`src/jdv_pkg.sv`:
```
// Shared types, codes and character helpers for the JSON document validator.
// Depends on nothing; imported by json_document_validator, not by jdv_nest_stack.
`default_nettype none
package jdv_pkg;

  localparam int unsigned StatW = 2;
  localparam int unsigned AccW  = 21;
  localparam int unsigned CntW  = 3;

  localparam logic [StatW-1:0] STAT_OK      = 2'd0;
  localparam logic [StatW-1:0] ERR_NONE     = 2'd0;
  localparam logic [StatW-1:0] ERR_ILLEGAL  = 2'd1;
  localparam logic [StatW-1:0] ERR_DEPTH    = 2'd2;
  localparam logic [StatW-1:0] STAT_PARTIAL = 2'd3;

  localparam logic [1:0] WORD_TRUE  = 2'd0;
  localparam logic [1:0] WORD_FALSE = 2'd1;
  localparam logic [1:0] WORD_NULL  = 2'd2;

  // Grammar states, one-hot. String sub-states are shared by values and keys.
  typedef enum logic [21:0] {
    ST_VALUE     = 22'd1 << 0,
    ST_ARR_FIRST = 22'd1 << 1,
    ST_OBJ_FIRST = 22'd1 << 2,
    ST_KEY       = 22'd1 << 3,
    ST_COLON     = 22'd1 << 4,
    ST_AFTER     = 22'd1 << 5,
    ST_S_CHR     = 22'd1 << 6,
    ST_S_ESC     = 22'd1 << 7,
    ST_S_HEX     = 22'd1 << 8,
    ST_S_UTF1    = 22'd1 << 9,
    ST_S_UTFN    = 22'd1 << 10,
    ST_S_LBS     = 22'd1 << 11,
    ST_S_LU      = 22'd1 << 12,
    ST_LIT       = 22'd1 << 13,
    ST_N_MINUS   = 22'd1 << 14,
    ST_N_ZERO    = 22'd1 << 15,
    ST_N_INT     = 22'd1 << 16,
    ST_N_DOT     = 22'd1 << 17,
    ST_N_FRAC    = 22'd1 << 18,
    ST_N_EXP     = 22'd1 << 19,
    ST_N_EXPSIGN = 22'd1 << 20,
    ST_N_EXPD    = 22'd1 << 21
  } jdv_state_t;

  function automatic logic is_ws(input logic [7:0] c);
    return (c == 8'h20) || (c == 8'h09) || (c == 8'h0A) || (c == 8'h0D);
  endfunction

  function automatic logic is_digit(input logic [7:0] c);
    return (c >= "0") && (c <= "9");
  endfunction

  // Value of a hex digit; 16 marks a byte that is not one.
  function automatic logic [4:0] hex_val(input logic [7:0] c);
    logic [4:0] v;
    v = 5'd16;
    if (is_digit(c)) v = 5'(c - 8'h30);
    else if (c >= "a" && c <= "f") v = 5'(c - 8'h57);
    else if (c >= "A" && c <= "F") v = 5'(c - 8'h37);
    return v;
  endfunction

  function automatic logic [CntW-1:0] word_len(input logic [1:0] w);
    logic [CntW-1:0] n;
    unique case (w)
      WORD_TRUE:  n = 3'd4;
      WORD_FALSE: n = 3'd5;
      WORD_NULL:  n = 3'd4;
      default:    n = 3'd0;
    endcase
    return n;
  endfunction

  function automatic logic [7:0] word_char(input logic [1:0] w, input logic [CntW-1:0] i);
    logic [39:0] s;
    unique case (w)
      WORD_TRUE:  s = {8'h00, "eurt"};
      WORD_FALSE: s = "eslaf";
      WORD_NULL:  s = {8'h00, "llun"};
      default:    s = 40'd0;
    endcase
    return (i < 3'd5) ? s[i*8 +: 8] : 8'h00;
  endfunction

endpackage
`default_nettype wire

```
`src/jdv_nest_stack.sv`:
```
// Nesting stack memory: one bit per level, 1 for object and 0 for array.
// Synchronous write, registered read; no package use.
`default_nettype none
module jdv_nest_stack #(
  parameter int unsigned DEPTH  = 32,
  parameter int unsigned ADDR_W = 5
) (
  input  wire logic              clk,
  input  wire logic              wr_en,
  input  wire logic [ADDR_W-1:0] wr_addr,
  input  wire logic              wr_bit,
  input  wire logic [ADDR_W-1:0] rd_addr,
  output logic                   rd_bit
);

  logic mem [DEPTH];

  always_ff @(posedge clk) begin
    if (wr_en) begin
      mem[wr_addr] <= wr_bit;
    end
    rd_bit <= mem[rd_addr];
  end

endmodule
`default_nettype wire

```
`src/json_document_validator.sv`:
```
// Top level of the JSON document validator: handshakes, grammar and error logic.
// Depends on jdv_pkg and instantiates jdv_nest_stack.
//
// Usage: the document arrives one byte per input transaction on in_valid /
// in_ready, with in_last_byte marking its final byte. Exactly one output
// transaction follows each final byte, carrying out_status: 0 success,
// 1 illegal document, 2 nesting too deep, 3 partial (the text ended inside
// a valid prefix). Other bytes produce no output transaction.
// Throughput is one byte per cycle while in_ready is high: the grammar step for a
// byte is done in the cycle it is accepted, and the top of the nesting stack is
// cached in a register while the memory keeps the level below it read out, so
// pops do not hold up the input. The status appears in the output register in
// the cycle after the final byte is accepted.
// The output register holds a status until it is taken; while it is full and
// out_ready is low, in_ready is low. When out_ready is high the next byte is
// taken in the same cycle the status leaves.
// Reset (rst_n low, synchronous) clears the grammar state, the error latch,
// out_valid and collections_only, but not out_status. The stack memory is not
// cleared: only levels written in the current document are ever used. After
// each final byte state, level, err, acc, cnt and hs take their reset values.
// cfg_we writes cfg_data into collections_only; write it only while idle.
`default_nettype none
module json_document_validator #(
  parameter int unsigned MAX_DEPTH = 32
) (
  input  wire logic                    clk,
  input  wire logic                    rst_n,
  input  wire logic                    cfg_we,
  input  wire logic                    cfg_data,
  input  wire logic                    in_valid,
  output logic                         in_ready,
  input  wire logic [7:0]              in_text_byte,
  input  wire logic                    in_last_byte,
  output logic                         out_valid,
  input  wire logic                    out_ready,
  output logic [jdv_pkg::StatW-1:0]    out_status
);
  import jdv_pkg::*;

  localparam int unsigned LvlW  = $clog2(MAX_DEPTH + 1);
  localparam int unsigned AddrW = (MAX_DEPTH > 1) ? $clog2(MAX_DEPTH) : 1;

  jdv_state_t       state_r, state_nxt;
  logic             key_r, key_nxt;          // string being scanned is a key
  logic [1:0]       word_r, word_nxt;        // which literal is being matched
  logic [AccW-1:0]  acc_r, acc_nxt;
  logic [CntW-1:0]  cnt_r, cnt_nxt;
  logic             hs_r, hs_nxt;
  logic [StatW-1:0] err_r, err_nxt;
  logic [LvlW-1:0]  level_r, level_nxt;
  logic             top_r, top_nxt;          // cached kind of the innermost level
  logic             co_r;
  logic             out_valid_r, out_valid_nxt;
  logic [StatW-1:0] out_status_r, out_status_nxt;

  logic             accept;
  logic [7:0]       c;
  logic [4:0]       hd;
  logic [15:0]      hex_acc;
  logic [CntW-1:0]  cnt_dec;
  logic             do_after, do_pop, do_push, push_obj;
  logic             mem_we;
  logic [AddrW-1:0] mem_waddr, mem_raddr;
  logic             below_bit;
  logic [StatW-1:0] status;
  logic             done_ok;

  assign accept     = in_valid && in_ready;
  assign in_ready   = !out_valid_r || out_ready;
  assign out_valid  = out_valid_r;
  assign out_status = out_status_r;
  assign c          = in_text_byte;
  assign hd         = hex_val(c);
  assign hex_acc    = {acc_r[11:0], hd[3:0]};
  assign cnt_dec    = cnt_r - 3'd1;

  always_comb begin
    state_nxt = state_r;
    key_nxt   = key_r;
    word_nxt  = word_r;
    acc_nxt   = acc_r;
    cnt_nxt   = cnt_r;
    hs_nxt    = hs_r;
    err_nxt   = err_r;
    level_nxt = level_r;
    top_nxt   = top_r;
    do_after  = 1'b0;
    do_pop    = 1'b0;
    do_push   = 1'b0;
    push_obj  = 1'b0;
    mem_we    = 1'b0;

    if (accept && err_r == ERR_NONE) begin
      unique case (state_r)
        ST_VALUE, ST_ARR_FIRST: begin
          if (is_ws(c)) begin
          end else if (c == "]" && state_r == ST_ARR_FIRST) begin
            do_pop = 1'b1;
          end else if (c == "{" || c == "[") begin
            do_push  = 1'b1;
            push_obj = (c == "{");
          end else if (level_r == '0 && co_r) begin
            err_nxt = ERR_ILLEGAL;
          end else begin
            hs_nxt  = 1'b0;
            cnt_nxt = 3'd1;
            if (c == "\"") begin
              state_nxt = ST_S_CHR;
              key_nxt   = 1'b0;
            end else if (c == "t") begin
              state_nxt = ST_LIT;
              word_nxt  = WORD_TRUE;
            end else if (c == "f") begin
              state_nxt = ST_LIT;
              word_nxt  = WORD_FALSE;
            end else if (c == "n") begin
              state_nxt = ST_LIT;
              word_nxt  = WORD_NULL;
            end else if (c == "-") begin
              state_nxt = ST_N_MINUS;
            end else if (c == "0") begin
              state_nxt = ST_N_ZERO;
            end else if (is_digit(c)) begin
              state_nxt = ST_N_INT;
            end else begin
              err_nxt = ERR_ILLEGAL;
            end
          end
        end
        ST_OBJ_FIRST, ST_KEY: begin
          if (is_ws(c)) begin
          end else if (c == "\"") begin
            hs_nxt    = 1'b0;
            key_nxt   = 1'b1;
            state_nxt = ST_S_CHR;
          end else if (c == "}" && state_r == ST_OBJ_FIRST) begin
            do_pop = 1'b1;
          end else begin
            err_nxt = ERR_ILLEGAL;
          end
        end
        ST_COLON: begin
          if (is_ws(c)) begin
          end else if (c == ":") begin
            state_nxt = ST_VALUE;
          end else begin
            err_nxt = ERR_ILLEGAL;
          end
        end
        ST_AFTER: begin
          do_after = 1'b1;
        end
        ST_S_CHR: begin
          if (c == "\"") begin
            state_nxt = key_r ? ST_COLON : ST_AFTER;
          end else if (c == "\\") begin
            state_nxt = ST_S_ESC;
          end else if (c < 8'h20) begin
            err_nxt = ERR_ILLEGAL;
          end else if (c < 8'h80) begin
          end else if (c > 8'hC1 && c < 8'hE0) begin
            acc_nxt   = AccW'(c[4:0]);
            cnt_nxt   = 3'd1;
            state_nxt = ST_S_UTF1;
          end else if (c >= 8'hE0 && c < 8'hF0) begin
            acc_nxt   = AccW'(c[3:0]);
            cnt_nxt   = 3'd2;
            state_nxt = ST_S_UTF1;
          end else if (c >= 8'hF0 && c < 8'hF5) begin
            acc_nxt   = AccW'(c[2:0]);
            cnt_nxt   = 3'd3;
            state_nxt = ST_S_UTF1;
          end else begin
            err_nxt = ERR_ILLEGAL;
          end
        end
        ST_S_ESC, ST_S_LU: begin
          if (c == "u") begin
            state_nxt = ST_S_HEX;
            cnt_nxt   = 3'd4;
            acc_nxt   = '0;
          end else if (state_r == ST_S_ESC &&
                       (c == "\"" || c == "\\" || c == "/" || c == "b" || c == "f" ||
                        c == "n" || c == "r" || c == "t" || (c >= 8'h01 && c < 8'h20))) begin
            state_nxt = ST_S_CHR;
          end else begin
            err_nxt = ERR_ILLEGAL;
          end
        end
        ST_S_HEX: begin
          if (hd[4] || cnt_r == '0) begin
            err_nxt = ERR_ILLEGAL;
          end else begin
            acc_nxt = AccW'(hex_acc);
            cnt_nxt = cnt_dec;
            if (cnt_dec == '0) begin
              if (hs_r) begin
                if (hex_acc >= 16'hDC00 && hex_acc <= 16'hDFFF) begin
                  hs_nxt    = 1'b0;
                  state_nxt = ST_S_CHR;
                end else begin
                  err_nxt = ERR_ILLEGAL;
                end
              end else if (hex_acc == 16'h0000 ||
                           (hex_acc >= 16'hDC00 && hex_acc <= 16'hDFFF)) begin
                err_nxt = ERR_ILLEGAL;
              end else if (hex_acc >= 16'hD800 && hex_acc <= 16'hDBFF) begin
                hs_nxt    = 1'b1;
                state_nxt = ST_S_LBS;
              end else begin
                state_nxt = ST_S_CHR;
              end
            end
          end
        end
        ST_S_UTF1, ST_S_UTFN: begin
          // The first continuation byte also enforces shortest form,
          // the surrogate gap and the upper code point limit.
          if (c[7:6] != 2'b10 || cnt_r == '0) begin
            err_nxt = ERR_ILLEGAL;
          end else if (state_r == ST_S_UTF1 && cnt_r == 3'd2 &&
                       ((acc_r == '0 && c < 8'hA0) || (acc_r == AccW'(4'hD) && c >= 8'hA0))) begin
            err_nxt = ERR_ILLEGAL;
          end else if (state_r == ST_S_UTF1 && cnt_r == 3'd3 &&
                       ((acc_r == '0 && c < 8'h90) || (acc_r == AccW'(3'd4) && c >= 8'h90))) begin
            err_nxt = ERR_ILLEGAL;
          end else begin
            acc_nxt   = {acc_r[AccW-7:0], c[5:0]};
            cnt_nxt   = cnt_dec;
            state_nxt = (cnt_dec == '0) ? ST_S_CHR : ST_S_UTFN;
          end
        end
        ST_S_LBS: begin
          if (c == "\\") begin
            state_nxt = ST_S_LU;
          end else begin
            err_nxt = ERR_ILLEGAL;
          end
        end
        ST_LIT: begin
          if (cnt_r >= word_len(word_r) || word_char(word_r, cnt_r) != c) begin
            err_nxt = ERR_ILLEGAL;
          end else begin
            cnt_nxt = cnt_r + 3'd1;
            if (cnt_r + 3'd1 == word_len(word_r)) begin
              state_nxt = ST_AFTER;
            end
          end
        end
        ST_N_MINUS: begin
          if (c == "0") state_nxt = ST_N_ZERO;
          else if (is_digit(c)) state_nxt = ST_N_INT;
          else err_nxt = ERR_ILLEGAL;
        end
        ST_N_DOT: begin
          if (is_digit(c)) state_nxt = ST_N_FRAC;
          else err_nxt = ERR_ILLEGAL;
        end
        ST_N_EXP: begin
          if (c == "+" || c == "-") state_nxt = ST_N_EXPSIGN;
          else if (is_digit(c)) state_nxt = ST_N_EXPD;
          else err_nxt = ERR_ILLEGAL;
        end
        ST_N_EXPSIGN: begin
          if (is_digit(c)) state_nxt = ST_N_EXPD;
          else err_nxt = ERR_ILLEGAL;
        end
        ST_N_ZERO, ST_N_INT, ST_N_FRAC, ST_N_EXPD: begin
          // A byte that cannot extend the number ends it and is then
          // handled as the byte after a value.
          if (is_digit(c) && state_r != ST_N_ZERO) begin
          end else if (c == "." && (state_r == ST_N_ZERO || state_r == ST_N_INT)) begin
            state_nxt = ST_N_DOT;
          end else if ((c == "e" || c == "E") && state_r != ST_N_EXPD) begin
            state_nxt = ST_N_EXP;
          end else begin
            state_nxt = ST_AFTER;
            do_after  = 1'b1;
          end
        end
        default: begin
          err_nxt = ERR_ILLEGAL;
        end
      endcase

      if (do_after) begin
        if (is_ws(c)) begin
        end else if (level_r == '0) begin
          err_nxt = ERR_ILLEGAL;
        end else if (c == ",") begin
          state_nxt = top_r ? ST_KEY : ST_VALUE;
        end else if ((c == "}" && top_r) || (c == "]" && !top_r)) begin
          do_pop = 1'b1;
        end else begin
          err_nxt = ERR_ILLEGAL;
        end
      end

      if (do_pop) begin
        if (level_r != '0) level_nxt = level_r - 1'b1;
        state_nxt = ST_AFTER;
        top_nxt   = below_bit;
      end

      if (do_push) begin
        if (level_r >= LvlW'(MAX_DEPTH)) begin
          err_nxt = ERR_DEPTH;
        end else begin
          mem_we    = 1'b1;
          level_nxt = level_r + 1'b1;
          top_nxt   = push_obj;
          state_nxt = push_obj ? ST_OBJ_FIRST : ST_ARR_FIRST;
        end
      end
    end

    // Status of the document as it stands after this byte.
    done_ok = (state_nxt == ST_AFTER) || (state_nxt == ST_N_ZERO) ||
              (state_nxt == ST_N_INT) || (state_nxt == ST_N_FRAC) ||
              (state_nxt == ST_N_EXPD);
    if (err_nxt != ERR_NONE) status = err_nxt;
    else if (level_nxt == '0 && done_ok) status = STAT_OK;
    else status = STAT_PARTIAL;

    out_valid_nxt  = out_valid_r && !out_ready;
    out_status_nxt = out_status_r;
    if (accept && in_last_byte) begin
      out_valid_nxt  = 1'b1;
      out_status_nxt = status;
      state_nxt      = ST_VALUE;
      level_nxt      = '0;
      acc_nxt        = '0;
      cnt_nxt        = '0;
      hs_nxt         = 1'b0;
      err_nxt        = ERR_NONE;
    end
  end

  // Keep the entry below the top read out: address is two under the next level.
  assign mem_waddr = AddrW'(level_r);
  assign mem_raddr = (level_nxt >= LvlW'(2)) ? AddrW'(level_nxt - LvlW'(2)) : '0;

  jdv_nest_stack #(
    .DEPTH  (MAX_DEPTH),
    .ADDR_W (AddrW)
  ) u_stack (
    .clk     (clk),
    .wr_en   (mem_we),
    .wr_addr (mem_waddr),
    .wr_bit  (push_obj),
    .rd_addr (mem_raddr),
    .rd_bit  (below_bit)
  );

  always_ff @(posedge clk) begin
    if (!rst_n) begin
      state_r     <= ST_VALUE;
      key_r       <= 1'b0;
      word_r      <= WORD_TRUE;
      acc_r       <= '0;
      cnt_r       <= '0;
      hs_r        <= 1'b0;
      err_r       <= ERR_NONE;
      level_r     <= '0;
      top_r       <= 1'b0;
      co_r        <= 1'b0;
      out_valid_r <= 1'b0;
    end else begin
      state_r     <= state_nxt;
      key_r       <= key_nxt;
      word_r      <= word_nxt;
      acc_r       <= acc_nxt;
      cnt_r       <= cnt_nxt;
      hs_r        <= hs_nxt;
      err_r       <= err_nxt;
      level_r     <= level_nxt;
      top_r       <= top_nxt;
      out_valid_r <= out_valid_nxt;
      if (cfg_we) co_r <= cfg_data;
    end
  end

  always_ff @(posedge clk) begin
    out_status_r <= out_status_nxt;
  end

`ifndef SYNTH
  a_level_bound: assert property (@(posedge clk) disable iff (!rst_n)
    level_r <= LvlW'(MAX_DEPTH))
    else $error("nesting level beyond MAX_DEPTH");

  a_clear_after_last: assert property (@(posedge clk) disable iff (!rst_n)
    (accept && in_last_byte) |=>
      (level_r == '0 && err_r == ERR_NONE && state_r == ST_VALUE && out_valid_r))
    else $error("document state not cleared after final byte");

  a_no_take_when_full: assert property (@(posedge clk) disable iff (!rst_n)
    !(in_ready && out_valid_r && !out_ready))
    else $error("input taken while a status is stalled");

  a_error_freezes: assert property (@(posedge clk) disable iff (!rst_n)
    (err_r != ERR_NONE && !(accept && in_last_byte)) |=>
      ($stable(level_r) && $stable(state_r) && $stable(err_r)))
    else $error("state changed after an error was latched");
`endif

endmodule
`default_nettype wire
```
`config.mk`:
```
export PLATFORM = sky130hd
export DESIGN_NAME = json_document_validator
export DESIGN_NICKNAME = d
export VERILOG_FILES = /design/src/jdv_pkg.sv /design/src/jdv_nest_stack.sv /design/src/json_document_validator.sv
export SDC_FILE = /design/constraint.sdc
export NUM_CORES = 1
export LEC_CHECK = 0
export BUFFER_PORTS_ARGS = -buffer_cell sky130_fd_sc_hd__buf_2
export CAP_MARGIN = 25
export CORE_ASPECT_RATIO = 0.6
export CORE_MARGIN = 4
export CORE_UTILIZATION = 29
export DETAILED_ROUTE_END_ITERATION = 8
export PLACE_DENSITY = 0.51
export RECOVER_POWER = 50
export SLEW_MARGIN = 20
export SYNTH_ARGS = -nofsm -noshare
export SYNTH_HDL_FRONTEND = slang
export SYNTH_SLANG_ARGS = --single-unit
```
`constraint.sdc`:
```
create_clock -name clk -period 5.6 [get_ports clk]
set_input_delay 1.12 -clock clk [delete_from_list [all_inputs] [get_ports clk]]
set_output_delay 1.12 -clock clk [all_outputs]
set_load 0.02 [all_outputs]
```
Word-level counts from Yosys, hierarchy flattened

Memories as Yosys holds them, arrays and structs flattened. A register that Yosys moved wholly into a read port is not among the register bits.
Cells that the tools add are included.

Bits in registers: 63
Bits in latches: 0
Word-level logic and storage cells: 440
Bits in read-only memories: 0
Memories kept: 1
Bits in writable memories: 32
Output and inout port bits: 4
Input bits: 15

Multiplexer cells: 213
Bitwise gates (word level): 6
Eq/ne operators: 82
Shift-type cells: 1
Multiply operators: 0
$lt $le $gt $ge: 27
Add/subtract/negate cells: 8
Div/mod/pow operators: 0
Reduce and logical (&&, ||, !) cells: 90

Memory list:

| name        | words | bits a word | read ports | clocked after memory_dff | wr ports | line                 | source |
|---|---|---|---|---|---|---|---|
| u_stack.mem | 32    | 1           | 1          | 1                        | 1        | jdv_nest_stack.sv:16 | `logic mem [DEPTH];` |

Operators by type and width:

| kind                 | count |
|---|---|
| $mux 22              | 47 |
| $pmux 22 s14         | 1 |
| $mux 21              | 12 |
| $pmux 39 s3          | 1 |
| $eq 8x7->1 const B   | 13 |
| $mux 2               | 49 |
| $pmux 21 s4          | 1 |
| $mux 40              | 2 |
| $eq 8x6->1 const B   | 9 |
| $mux 3               | 23 |
| $mux 1               | 53 |
| $lt 8x8->1 const B   | 6 |
| $eq 22x16->1 const B | 2 |
| $eq 22x17->1 const B | 2 |
| $eq 22x19->1 const B | 2 |
| $eq 22x22->1 const B | 2 |
| $eq 22x6->1 const B  | 2 |
| $mux 6               | 7 |
| $mux 20              | 2 |
| $shiftx 40x7->8      | 1 |
| $ne 2x2->1 const B   | 19 |
| $ge 16x16->1 const B | 2 |
| $ge 8x8->1 const B   | 4 |
| $le 16x16->1 const B | 2 |
| 76 further kinds     | 163 |

Depth between registers and ports, before layout

Gate-level depths: netlist (run 1).

Depth after elaboration: 32
Mapped depth: 18

Cells and area by module

A second synthesis (run 1) with hierarchy kept.

Cell total of the unflattened synthesis: 1097
Area, all modules: 8269.2 µm²

By module, submodules not included:

| module                  | cells an instance | area an instance (µm²) | seq. area each (µm²) | times used |
|---|---|---|---|---|
| json_document_validator | 977               | 6751.5                 | 1281.2               | 1 |
| jdv_nest_stack          | 120               | 1517.7                 | 980.9                | 1 |

Worst setup path after synthesis (run 1)

No wires, ideal clock.

Path kind: input-to-reg
From: in in_text_byte[1]
To: reg u_stack.rd_bit (read register of u_stack.mem)
Path buffers: 1
Data arrival time: 4.802 ns
Slack: 0.679 ns
Stages on the path: 17
Setup time: 0.119 ns
Data required time: 5.481 ns
Cells stage by stage: clkbuf_1 > inv_1 > ha_1 > o21bai_1 > a21o_1 > o211ai_1 > a31oi_1 > o21ai_0 > xnor2_1 > nor2_1 > o21ai_0 > ha_1 > mux4_2 > nor2_1 > a2111oi_1 > mux2_1 > o221a_2

Cells in the longest elaborated chain, start to end: 19

RTL lines:

| item                                                         | line                                                           | source |
|---|---|---|
| start, declared                                              | json_document_validator.sv:32                                  | `input wire logic [7:0] in_text_byte,` |
| $eq 8x7->1, or another cell as far along                     | json_document_validator.sv:136, json_document_validator.sv:292 |  |
| $logic_and 1x1->1 / $logic_or 1x1->1 (equally long branches) | json_document_validator.sv:136, jdv_pkg.sv:47                  |  |
| $mux 1 / $logic_or 1x1->1 (equally long branches)            | json_document_validator.sv:136, jdv_pkg.sv:47                  |  |
| $mux 1 / $logic_or 1x1->1 (equally long branches)            | json_document_validator.sv:132, jdv_pkg.sv:47                  |  |
| $mux 1 (on tied branches)                                    | json_document_validator.sv:131, json_document_validator.sv:96  |  |
| $pmux 1 s2                                                   | json_document_validator.sv:94                                  | `unique case (state_r)` |
| $mux 1                                                       | json_document_validator.sv:292                                 | `end else if ((c == "}" && top_r) \|\| (c == "]" && !top_r)) begin` |
| $mux 1                                                       | json_document_validator.sv:290                                 | `end else if (c == ",") begin` |
| [3 not listed]                                               | n/a                                                            |  |
| $mux 1                                                       | json_document_validator.sv:93                                  | `if (accept && err_r == ERR_NONE) begin` |
| $mux 6                                                       | json_document_validator.sv:299                                 | `if (do_pop) begin` |
| $mux 6                                                       | json_document_validator.sv:306                                 | `if (level_r >= LvlW'(MAX_DEPTH)) begin` |
| $mux 6 (*)                                                   | json_document_validator.sv:305                                 | `if (do_push) begin` |
| $mux 6 (*)                                                   | json_document_validator.sv:93                                  |  |
| $mux 6 (*)                                                   | json_document_validator.sv:327                                 | `if (accept && in_last_byte) begin` |
| $sub 5x2->5 / $ge 6x2->1 (equally long branches)             | json_document_validator.sv:341                                 | `assign mem_raddr = (level_nxt >= LvlW'(2)) ? AddrW'(level_nxt - LvlW'(2)) : '0;` |
| $mux 5 (*)                                                   | json_document_validator.sv:341                                 |  |
| end, declared                                                | jdv_nest_stack.sv:13                                           | `output logic rd_bit` |

Mark *: on every way between the ends. The rest lies on a longest branch, timed or not. The select of a mux whose other input is x is not followed.
A chain may end at the register's enable or synchronous reset.

Worst setup path in the final report (run 1)

From: reg state_r[9]
To: reg u_stack.rd_bit (read register of u_stack.mem)

Cells in the longest elaborated chain, start to end: 19

RTL lines:

| item                                             | line                                                          | source |
|---|---|---|
| start, declared                                  | json_document_validator.sv:43                                 | `jdv_state_t state_r, state_nxt;` |
| start signal, assigned                           | json_document_validator.sv:369                                | `state_r <= state_nxt;` |
| $eq 22x3->1                                      | json_document_validator.sv:94, json_document_validator.sv:136 |  |
| $logic_and 1x1->1                                | json_document_validator.sv:136                                | `end else if (c == "}" && state_r == ST_OBJ_FIRST) begin` |
| $mux 1                                           | json_document_validator.sv:136                                |  |
| $mux 1                                           | json_document_validator.sv:132                                | `end else if (c == "\"") begin` |
| $mux 1                                           | json_document_validator.sv:131                                | `if (is_ws(c)) begin` |
| $pmux 1 s2                                       | json_document_validator.sv:94                                 |  |
| $mux 1                                           | json_document_validator.sv:292                                |  |
| $mux 1                                           | json_document_validator.sv:290                                |  |
| [3 not listed]                                   | n/a                                                           |  |
| $mux 1                                           | json_document_validator.sv:93                                 |  |
| $mux 6                                           | json_document_validator.sv:299                                |  |
| $mux 6                                           | json_document_validator.sv:306                                |  |
| $mux 6 (*)                                       | json_document_validator.sv:305                                |  |
| $mux 6 (*)                                       | json_document_validator.sv:93                                 |  |
| $mux 6 (*)                                       | json_document_validator.sv:327                                |  |
| $sub 5x2->5 / $ge 6x2->1 (equally long branches) | json_document_validator.sv:341                                |  |
| $mux 5 (*)                                       | json_document_validator.sv:341                                |  |

Marked as above.

==> results.sh, run 1 <==
export IMPL_antenna_found_initial=0
export IMPL_max_stage_delay_ps=780
export IMPL_syn_to_final_growth_pct=13.61
export IMPL_timing_rr_start="state_r[9]"
export IMPL_nets=1169
export IMPL_pin_count=19
export IMPL_grt_pass1_vias=8181
export IMPL_hold_slack_ps=454.5
export IMPL_fin_crit_sh_pct=94.21
export IMPL_die_area_um2=31380
export IMPL_totalWireLength_um=37180
export IMPL_r2r_end="u_stack.rd_bit"
export IMPL_place_congestion=1.060
export IMPL_routedWlPerCell_um=24.74
export IMPL_critical_path_depth=14
export IMPL_worst_pin_slew_ps=1057
export IMPL_p_leak_uw=0.003311
export IMPL_critPathKind="reg2reg"
export IMPL_synth_area_leaders="dfxtp_1 (15%), edfxtp_1 (12%), nor2_1 (7.4%)"
export IMPL_status="finished, final reports clean"
export IMPL_fin_crit_ps=5276
export IMPL_cap_violations=0
export IMPL_crit_path_end_kind="flop"
export IMPL_min_to="acc_r[18]"
export IMPL_final_cell_mix="nor2_1 (162), nand2_1 (83), buf_4 (78)"
export IMPL_rsz0062_at_grt="false"
export IMPL_required_ps=5860
export IMPL_yosys_most_used_dff="dfxtp_1"
export IMPL_crit_path_top_delay_cell="nor4_4"
export IMPL_synthArstFlopShare_pct=0
export IMPL_tns_ps=0
export IMPL_antenna_cells=0
export IMPL_power_density_nw_per_um2=182.6
export IMPL_grt_pass1_wl_um=54620
export IMPL_maxSlewViolCount=0
export IMPL_ys_types=97
export IMPL_ys_seq_area_share_pct=27.35
export IMPL_portBuffers=18
export IMPL_drt_iter0_drc=1458
export IMPL_hold_violations=0
export IMPL_vdd_drop_max_v=0.0001337
export IMPL_hold_depth=2
export IMPL_synth_edf_count=34
export IMPL_die_w_um=226.0
export IMPL_hpwl_um=29580
export IMPL_via_per_inst=6.252
export IMPL_netlist_instances=1090
export IMPL_slew_headroom_pct=29.00
export IMPL_core_area_um2=27820
export IMPL_ys_ff_latch=96
export IMPL_fin_skew_ps=12.66
export IMPL_synth_top_cell_area_share_pct=15.01
export IMPL_min_delay_start="acc_r[18]"
export IMPL_max_clock_freq_ghz=0.1896
export IMPL_setup_viol=0
export IMPL_syn_num_nets=1128
export IMPL_start_util_pct=29.74
export IMPL_die_h_um=138.8
export IMPL_drt_pass1_iter_count=6
export IMPL_ys_warn_count=0
export IMPL_path_cells="nor4_4 -> nand4_1 -> or2_1 -> a31oi_1 -> o21ai_0 -> xnor2_1 -> nor2_1 -> o21ai_0 -> ha_1 -> mux4_2 -> nor2_1 -> a2111oi_1 -> mux2_1 -> o221a_2"
export IMPL_ff2ff_path_depth=14
export IMPL_antenna_left=0
export IMPL_cts_max_level=3
export IMPL_hold_path_class="reg2reg"
export IMPL_r2r_slack_ps=320
export IMPL_final_fill_count=3034
export IMPL_root_buffer="clkbuf_16"
export IMPL_grt_max_degree=33
export IMPL_yosys_area_top_type="dfxtp_1"
export IMPL_grt_overflow_total=0
export IMPL_num_rows=47
export IMPL_critPathArrivalTime_ps=5540
export IMPL_synth_area_um2=8272
export IMPL_drive_gt1_share_pct=13.64
export IMPL_avgSynthCellArea_um2=7.589
export IMPL_numCtsBuffers=9
export IMPL_final_common_cell="nor2_1"
export IMPL_crit_family="simple AND/OR/NAND/NOR gates"
export IMPL_clk_path_buf_depth=2
export IMPL_cts_clk_slew_worst_paths_ps=70
export IMPL_critPathLaunchType="flop"
export IMPL_cp_max_fo=10
export IMPL_numClockSinks=96
export IMPL_critPathBufInv=0
export IMPL_grt_use_total_pct=22.93
export IMPL_vias=9397
export IMPL_drcViolationCount=0
export IMPL_cts_tree="done"
export IMPL_clk_latency_ps=370
==> per-stage QoR <==
stage | cell area [um^2] | utilization, % | instances | worst slack [ps] | total power [uW]
6_report | 9398 | 33.79 | 1503 | 324.5 | 1716
5_1_grt | 9398 | 33.79 | 1503 | 88.50 | 1778
3_3_place_gp | 9125 | 32.81 | 1485 | 404.2 | 1069
2_1_floorplan | 8272 | - | 1090 | 679.4 | 932.4
4_1_cts | 9415 | 33.85 | 1501 | 436.8 | 1714
3_5_place_dp | 9125 | 32.81 | 1485 | 270.0 | 1065
==> flip-flops by register name (all words and copies together), names as in the netlist <==
register / count
key_r: 1
out_valid: 1
err_r: 2
acc_r: 21
out_status: 2
hs_r: 1
state_r: 22
cnt_r: 3
u_stack.rd_bit: 1
u_stack.mem: 32
word_r: 2
co_r: 1
level_r: 6
top_r: 1
==> per-layer routing <==
layer,vias to the layer above,GRT usage (%),routed length (um)
li1,4215,-,-
met5,-,0.1536,0
met2,621,24.08,11900
met4,0,3.521,337
met3,30,10.09,5620
met1,4531,39.58,19330
==> layout make-up <==
class	instances	area [um^2]	share of cell area [%]
Clock inverter	5	57.56	0.6124
Clock buffer	11	232.7	2.476
Multi-Input combinational cell	899	5605	59.65
Timing Repair Buffer	102	694.4	7.389
Sequential cell	96	2262	24.07
Inverter	23	86.33	0.9187
Tap cell	367	459.2	4.886
==> synthesized netlist by cell type (24+ instances only) <==
master / n
nor3_1: 47
o21ai_0: 42
nor4_1: 27
nand3_1: 50
dfxtp_1: 62
a21oi_1: 55
edfxtp_1: 34
nand4_1: 24
nand2_1: 84
nor2_1: 162
or3_1: 27
clkbuf_1: 52
==> timing repair <==
| item | CTS | global route |
|---|---|---|
| gates resized for setup | 0 | 1 |
| endpoints found under the setup margin | 0 | 1 |
| hold buffers | 0 | 0 |
| buffers inserted | 0 | 0 |
==> worst register-to-register path: stages, from the launching register on <==
cell and delay [ps]:
dfxtp_1 460, nor4_4 790, nand4_1 500, or2_1 520, a31oi_1 440, o21ai_0 180
xnor2_1 370, nor2_1 110, o21ai_0 210, ha_1 300, mux4_2 550, nor2_1 110
a2111oi_1 80, mux2_1 320, o221a_2 240
==> cells by family (layout without fill, tap and decap cells) <==
family	count (synthesis)	after routing	share of synthesized area, %
and+or+nand+nor	563	563	36.26
AOI/OAI and AO/OA	280	280	23.96
DFF	96	96	27.35
buffers and inverters	95	141	4.901
adders and majority gates	23	23	3.479
xor gates and xnor gates	19	19	2.012
muxes	14	14	2.042
==> worst max-delay path by stage <==
stage | to | from
after floorplan | u_stack.rd_bit | in_text_byte[1]
after global placement | out_status[1] | in_text_byte[0]
after detailed placement | out_status[1] | in_text_byte[0]
after CTS | u_stack.rd_bit | state_r[5]
after global routing | u_stack.rd_bit | in_text_byte[3]
final | u_stack.rd_bit | state_r[9]
==> power breakdown <==
group | internal [uW] | switching (uW) | total [uW]
Combinational | 106 | 231 | 337
Sequential | 723 | 9.21 | 732
Clock | 348 | 300 | 648
Total | 1180 | 540 | 1720
Power figures use the tool's default switching activity.
==> run 2, diff against run 1 <==
==> constraint.sdc (replaced) <==
create_clock -name clk -period 5.6 [get_ports clk]
set_input_delay 0.28 -clock clk [delete_from_list [all_inputs] [get_ports clk]]
set_output_delay 0.28 -clock clk [all_outputs]
set_load 0.02 [all_outputs]
==> run 2 against run 1 <==
Compared with the run above:
- critical path depth stayed put
- cell area is 2.1% lower
- utilization is 0.69 points lower
- sequential share of layout area is 0.50 points higher
- maximum frequency is 0.86% lower
- die area stayed put
- combinational power is 2% lower
- setup slack worse by 46 ps
- global-route usage is 1.1 points lower
- first-iteration DRC count is 8.8% higher
- critical path type unchanged
==> results.sh, run 2 (same netlist as run 1, synthesis figures left out) <==
export IMPL_rsz0062_at_grt="false"
export IMPL_critPathArrivalTime_ps=5580
export IMPL_crit_family="simple AND/OR/NAND/NOR gates"
export IMPL_status="finished, final reports clean"
export IMPL_post_cts_buffers=0
export IMPL_min_delay_start="cfg_data"
export IMPL_top_register="u_stack.mem"
export IMPL_cts_max_level=3
export IMPL_totalWireLength_um=35450
export IMPL_power_density_nw_per_um2=186.8
export IMPL_critPathLaunchType="flop"
export IMPL_hold_violations=0
export IMPL_p_leak_uw=0.003186
export IMPL_grt_use_total_pct=21.80
export IMPL_portBuffers=18
export IMPL_num_rows=47
export IMPL_required_ps=5860
export IMPL_worst_pin_slew_ps=924.8
export IMPL_start_util_pct=29.74
export IMPL_fin_skew_ps=16.60
export IMPL_r2r_end="u_stack.rd_bit"
export IMPL_pin_count=19
export IMPL_grt_pass1_wl_um=52720
export IMPL_antenna_cells=0
export IMPL_root_buffer="clkbuf_16"
export IMPL_die_w_um=226.0
export IMPL_numClockSinks=96
export IMPL_cts_resized=0
export IMPL_maxSlewViolCount=0
export IMPL_grt_pass1_vias=8032
export IMPL_clk_latency_ps=370
export IMPL_vias=9137
export IMPL_timing_rr_start="state_r[8]"
export IMPL_hpwl_um=27610
export IMPL_critPathBufInv=0
export IMPL_r2r_slack_ps=280
export IMPL_hold_path_class="in2reg"
export IMPL_path_cells="or4_4 -> nor4_1 -> o211ai_1 -> a31oi_1 -> o21ai_0 -> xnor2_1 -> nor2_1 -> o21ai_0 -> ha_1 -> mux4_2 -> nor2_1 -> a2111oi_1 -> mux2_1 -> o221a_2"
export IMPL_nets=1140
export IMPL_drcViolationCount=0
export IMPL_drive_gt1_share_pct=11.74
export IMPL_hold_depth=3
export IMPL_holdBufCountCts=0
export IMPL_reg_top3="u_stack.mem x32, state_r x22, acc_r x21"
export IMPL_fin_crit_ps=5321
export IMPL_syn_to_final_growth_pct=11.28
export IMPL_largest_register_ffs=32
export IMPL_setup_viol=0
export IMPL_core_area_um2=27820
export IMPL_slew_headroom_pct=37.78
export IMPL_max_clock_freq_ghz=0.1879
export IMPL_numCtsBuffers=9
export IMPL_die_h_um=138.8
export IMPL_drt_iter0_drc=1586
export IMPL_fin_crit_sh_pct=95.02
export IMPL_via_per_inst=6.199
export IMPL_routedWlPerCell_um=24.05
export IMPL_tns_ps=0
export IMPL_grt_max_degree=55
export IMPL_final_common_cell="nor2_1"
export IMPL_max_stage_delay_ps=800
export IMPL_grt_overflow_total=0
export IMPL_final_cell_area_um2=9205
export IMPL_final_cell_mix="nor2_1 (162), nand2_1 (83), dfxtp_1 (62)"
export IMPL_antenna_left=0
export IMPL_cap_violations=0
export IMPL_place_congestion=1.019
export IMPL_cts_clk_slew_worst_paths_ps=80
export IMPL_drt_pass1_iter_count=5
export IMPL_cp_max_fo=11
export IMPL_vdd_drop_max_v=0.0001145
export IMPL_cts_tree="done"
export IMPL_clk_path_buf_depth=2
export IMPL_critPathKind="reg2reg"
export IMPL_die_area_um2=31380
export IMPL_crit_path_end_kind="flop"
export IMPL_placed_area_um2=8914
export IMPL_antenna_found_initial=0
export IMPL_crit_path_top_delay_cell="nor4_1"
export IMPL_min_to="co_r"
export IMPL_ff2ff_path_depth=14
==> run 2: cell count changes in the layout (fill, tap and decap cells not counted) <==
| cell | previous run | this run |
|---|---|---|
| clkbuf_1 | 13 | 9 |
| clkbuf_4 | 1 | 0 |
| nor4_2 | 3 | 2 |
| inv_8 | 0 | 2 |
| inv_4 | 1 | 0 |
| a211oi_4 | 0 | 1 |
| nor4_1 | 26 | 27 |
| buf_2 | 12 | 14 |
| clkinv_2 | 1 | 0 |
| clkinvlp_4 | 1 | 2 |
| buf_4 | 78 | 50 |
| a211oi_1 | 14 | 13 |
| clkbuf_2 | 0 | 1 |
==> run 2: metrics by stage <==
stage                     instances  hold WS (ps)  total power [uW]  utilization (%)  setup slack (ps)
after floorplan                1090         418.4             932.4                -              1411
after global placement         1456         441.7              1061            32.02             460.6
after detailed placement       1456         448.3              1056            32.05             490.4
after CTS                      1472         129.3              1715            33.14             446.8
after global routing           1474         146.8              1783            33.09             115.5
final                          1474         142.6              1719            33.09             278.9
==> run 2: final cells by class <==
class	instances	area [um^2]
inverters	23	86.33
fillers	2982	18610
multi-input cells	899	5612
flip-flops and latches	96	2262
clock inverters	6	76.32
clock buffers	10	229.0
well taps	367	459.2
repair buffers	73	480.5
==> run 2: how the worst max path moves through the flow <==
stage / start / endpoint / slack [ps] / cells past startpoint
3_3_place_gp: in_text_byte[4] / out_status[1] / 460 / 14
2_1_floorplan: state_r[9] / u_stack.rd_bit / 1410 / 16
3_5_place_dp: state_r[8] / u_stack.rd_bit / 490 / 14
4_1_cts: state_r[8] / u_stack.rd_bit / 450 / 14
6_report: state_r[8] / u_stack.rd_bit / 280 / 14
5_1_grt: state_r[8] / u_stack.rd_bit / 120 / 14
==> run 2: per-layer routing <==
metal / global-route usage [%] / wire [um] / up-vias
met5: 0 / 0 / -
met4: 3.361 / 270 / 0
met3: 11.00 / 5910 / 32
met2: 24.11 / 12040 / 627
met1: 35.82 / 17230 / 4321
li1: - / - / 4157
==> run 2: worst min-delay path: stages <==
cell	delay [ps]
buf_2	80
mux2i_1	50
nor2_1	70
==> run 2: where the power goes <==
group          internal [uW]  leakage (uW)  switching (uW)  total (uW)
clock                    354      0.000143             304         658
sequential               723      0.000805            9.26         732
combinational           94.2       0.00224             235         329
